--- config.mk ---
export PLATFORM = sky130hd
export DESIGN_NAME = depq_cell
export DESIGN_NICKNAME = d
export VERILOG_FILES = /design/src/design/depq_pkg.sv /design/src/design/depq_cell.sv
export SDC_FILE = /design/constraint.sdc
export NUM_CORES = 1
export LEC_CHECK = 0
export BUFFER_PORTS_ARGS = -buffer_cell sky130_fd_sc_hd__buf_2
export CAP_MARGIN = 15
export CORE_MARGIN = 3
export CORE_UTILIZATION = 45
export CTS_BUF_LIST = sky130_fd_sc_hd__clkbuf_8
export CTS_CLUSTER_SIZE = 20
export DETAILED_ROUTE_END_ITERATION = 6
export GPL_TIMING_DRIVEN = 1
export PLACE_DENSITY = 0.9
export SLEW_MARGIN = 0
export SYNTH_ARGS = -nofsm -noshare
export SYNTH_HDL_FRONTEND = slang
export SYNTH_SLANG_ARGS = --single-unit
export TNS_END_PERCENT = 5
--- constraint.sdc ---
create_clock -name i_clk -period 6.6 [get_ports i_clk]
set_clock_uncertainty 0.15 [all_clocks]
set_input_delay 0.66 -clock i_clk [delete_from_list [all_inputs] [get_ports i_clk]]
set_output_delay 0.66 -clock i_clk [all_outputs]
set_load 0.005 [all_outputs]
--- src/design/depq_pkg.sv ---
// ----------------------------------------------------------------------------
// depq_pkg
// Shared types and constants for the double-ended priority queue.
// ----------------------------------------------------------------------------
package depq_pkg;

    localparam int KEY_W   = 32;
    localparam int CMD_W   = 2;
    localparam int COUNT_W = 7;

    typedef enum logic [CMD_W-1:0] {
        CMD_INSERT  = 2'd0,
        CMD_DEL_MAX = 2'd1,
        CMD_DEL_MIN = 2'd2,
        CMD_NOP     = 2'd3
    } t_cmd;

    // Broadcast to every cell in the chain
    typedef struct packed {
        logic                    ins;
        logic                    del_max;
        logic                    del_min;
        logic signed [KEY_W-1:0] key;
    } t_cell_ctl;

    // What one cell shows to its neighbors and to the result stage
    typedef struct packed {
        logic signed [KEY_W-1:0] key;
        logic                    valid;
        logic                    place;  // new key belongs at or below this cell
        logic                    last;   // highest valid cell
    } t_cell_out;

endpackage

--- src/design/depq_cell.sv ---
// ----------------------------------------------------------------------------
// depq_cell
// One slot of the sorted key chain; shifts up on insert, down on delete-min.
// ----------------------------------------------------------------------------
module depq_cell (
    input  logic                 i_clk,
    input  logic                 i_rst_n,
    input  depq_pkg::t_cell_ctl  i_ctl,
    input  depq_pkg::t_cell_out  i_prev,
    input  depq_pkg::t_cell_out  i_next,
    output depq_pkg::t_cell_out  o_cell
);
    import depq_pkg::*;

    logic signed [KEY_W-1:0] r_key;
    logic signed [KEY_W-1:0] n_key;
    logic                    r_valid;
    logic                    n_valid;
    logic                    w_place;
    logic                    w_last;

    // Equal keys stay below the new one
    assign w_place = !r_valid || (r_key > i_ctl.key);
    assign w_last  = r_valid && !i_next.valid;

    always_comb begin
        n_key   = r_key;
        n_valid = r_valid;
        priority if (i_ctl.ins) begin
            if (w_place) begin
                if (i_prev.place) begin
                    n_key   = i_prev.key;
                    n_valid = i_prev.valid;
                end else begin
                    n_key   = i_ctl.key;
                    n_valid = 1'b1;
                end
            end
        end else if (i_ctl.del_min) begin
            n_key   = i_next.key;
            n_valid = i_next.valid;
        end else if (i_ctl.del_max) begin
            if (w_last) begin
                n_valid = 1'b0;
            end
        end else begin
            // Hold the slot when no request arrives
            n_key   = r_key;
            n_valid = r_valid;
        end
    end

    always_ff @(posedge i_clk) begin
        if (!i_rst_n) begin
            r_valid <= 1'b0;
        end else begin
            r_valid <= n_valid;
        end
    end

    always_ff @(posedge i_clk) begin
        r_key <= n_key;
    end

    assign o_cell.key   = r_key;
    assign o_cell.valid = r_valid;
    assign o_cell.place = w_place;
    assign o_cell.last  = w_last;

endmodule

==> out/summary.txt <==
Status = finished clean
WL per Instance = 14.13 microns
Sequential area share after synthesis = 0.3764
EDFF count, synth = 32
Gpl congestion = 0.7838
Vias in the first global route = 2,336
Clock sink count = 33
Synth Register Bits = 33
Clk root buf = clkbuf_8
Total global routing overflow = 0
Post-synth top area share = 0.3687
Max stage delay on crit path = 620 ps
Final Hold Fails = 0
Ranking of synthesized cells by area = edfxtp_1, ha_1, mux2i_1
First-pass detailed-route iteration total = 4
Crit path buf inv count = 3
Final setup violating endpoints = 0
WL met2 = 3486 microns
Hold-critical path depth = 3
Post-synthesis area per instance = 9.308 sq um
Final #Nets = 548
Most common cell after layout, fill and taps aside = buf_2
Hpwl dp = 5387 microns
Worst-Skew Late Latency = 280 ps
Commonest non-fill, non-tap cells in the layout = buf_2, a21oi_1, nor2_1
Rows = 27
Peak VDD IR = 0.0001246 V
Crit path cell chain = buf_2, inv_1, ha_1, nand4_2, nor4_2, nor3b_1, a2111oi_2, o21ai_1, buf_2
First-pass GRT wire length = 10,250 microns
R2r setup slk = 3130 ps
Crit path kind = primary input to primary output
H-tree depth reported by CTS = 2
Wl on met1 = 2866 microns
Crit path capture type = primary output
Port bufs = 138
Syn Inst Count = 280
Max_cap viols = 0
Final max-slew violation count = 0
Hold Startpoint = i_rst_n
Placeable Area = 5540 sq um
Max clock buf depth = 2
Worst R2R Path Depth = 7
DRT iter0 DRCs = 74
I/O Pins = 142
Storage element area = 980.9 sq um
Share of cells above drive strength 1 = 0.3683
Syn-to-layout area delta = 30.63%
Sink of the worst hold path = r_valid
Dpl cells = 474
R2R Path Start = r_key[31]
Post-DR vias/cell = 5.212
Post-CTS Hold Buffers = 0
CTS Buf Count = 5
Die width = 82.10 microns
WP data arrival = 2880 ps
Slew headroom = 0.2369
RSZ-0062 raised after global routing = false
CTS tree = yes
Mapped Nets = 419
Power Total = 609.4 uW
Via count = 2,512
Largest net degree at the start of global routing = 71
Ys flop type = edfxtp_1
Tcrit/Tclk final = 0.5591
Post-DRT Antenna Nets = 0
Cell Area, Placed = 3323 sq um
Initial antenna violation count = 0
Fill cells = 492
Minimum clock period = 3690 ps
HP Class = primary input to flip-flop
Clock slew at reported path FFs = 80 ps
GRT Total Usage = 0.1945
F_max = 271.0 MHz
Synth Cell Area = 2606 sq um
Area leader, netlist = edfxtp_1
Final core utilization = 0.6145
Leak = 0.001776 uW
Pin slew with the least headroom to its limit = 1145 ps
Req. time, crit path = 5790 ps
Crit-path max FO = 5
Die area = 6740 sq um
Total Routed Length = 6812 microns
Synth warnings = 0
Fin cells = 482
DR DRC count = 0
CP dominant cell by count = buf_2
Pwr Density = 179.0 nW/um^2
Antenna fix cells = 0
Multi-input logic area = 1426 sq um
Synth cell types = 38
# resized after CTS = 0
Critical path's top delay family = simple AND/OR/NAND/NOR gates
DR top layer = met4
Worst r2r dst = r_key[12]
Starting Density = 0.4704
Setup tns final = 0 ps
Worst path slowest cell = nor4_2
Ys async rst share = 0
Met3 WL post-DR = 387 microns
Die span in y = 82.10 microns
Post-route cell area = 3405 sq um
Startpoint Class = primary input
Post-CTS setup buffer count = 0
==> worst reg2reg max path, stage by stage, from the launching register on <==
cell,delay [ps]
edfxtp_1,400
ha_1,370
nand4_2,170
nor4_2,620
nor3b_1,560
a2111oi_0,180
nor3_2,220
buf_4,420
==> cells by family (layout without fill, tap and decap cells) <==
family / count (synthesis) / in the layout / synth area share
AOI/OAI and AO/OA: 64 / 64 / 0.1450
muxes: 32 / 32 / 0.1229
DFF: 33 / 33 / 0.3764
adders and majority gates: 32 / 32 / 0.1536
and+or+nand+nor: 68 / 68 / 0.1239
buffers and inverters: 51 / 181 / 0.07825
==> cell usage after synthesis, types with 2 or more instances <==
cell,number
a21o_1,2
a21oi_1,45
a21oi_2,2
and3_1,2
buf_1,4
buf_4,3
clkbuf_1,9
edfxtp_1,32
ha_1,32
inv_1,34
mux2i_1,32
nand2_1,9
nand3_1,5
nand4_1,5
nor2_1,36
nor3_1,2
o21ai_0,4
o21ai_1,2
==> registers in the layout (all words and copies together) (netlist names) <==
name and count:
r_key 32, r_valid 1
==> power by group <==
part | switching, uW | internal [uW]
Clock | 76.3 | 71.1
Combinational | 99.6 | 88.6
Sequential | 13.2 | 261
Total | 189 | 420
==> through the flow <==
stage | setup slack (ps) | hold WS (ps)
after floorplan | 1484 | 542.9
after global placement | 2930 | 493.8
after detailed placement | 2802 | 525.3
after CTS | 2933 | 465.6
after global routing | 2695 | 476.7
final | 2910 | 475.0
==> routing by layer <==
metal	global-route usage	vias to the layer above
li1	-	1269
met2	0.3457	82
met1	0.2413	1153
met5	0	-
met3	0.03145	8
met4	0.05814	0
==> final cells by class <==
class                   count  area share
inverters                  34     0.03749
clock inverters             3    0.003675
clock buffers               5     0.02021
multi-input cells         196      0.4190
well taps                  72     0.02646
flip-flops and latches     33      0.2881
repair buffers            139      0.2051
==> worst max path at each step <==
stage | startpoint | endpoint | slack (ps) | cells after the start
3_3_place_gp | i_ctl[31] | r_key[14] | 2930 | 9
4_1_cts | i_ctl[31] | o_cell[1] | 2930 | 9
5_1_grt | i_ctl[31] | o_cell[1] | 2700 | 9
2_1_floorplan | i_ctl[19] | r_key[0] | 1480 | 9
3_5_place_dp | i_ctl[31] | r_key[16] | 2800 | 9
6_report | i_ctl[31] | o_cell[1] | 2910 | 9
Note: power is estimated with default switching activity, not from simulation.
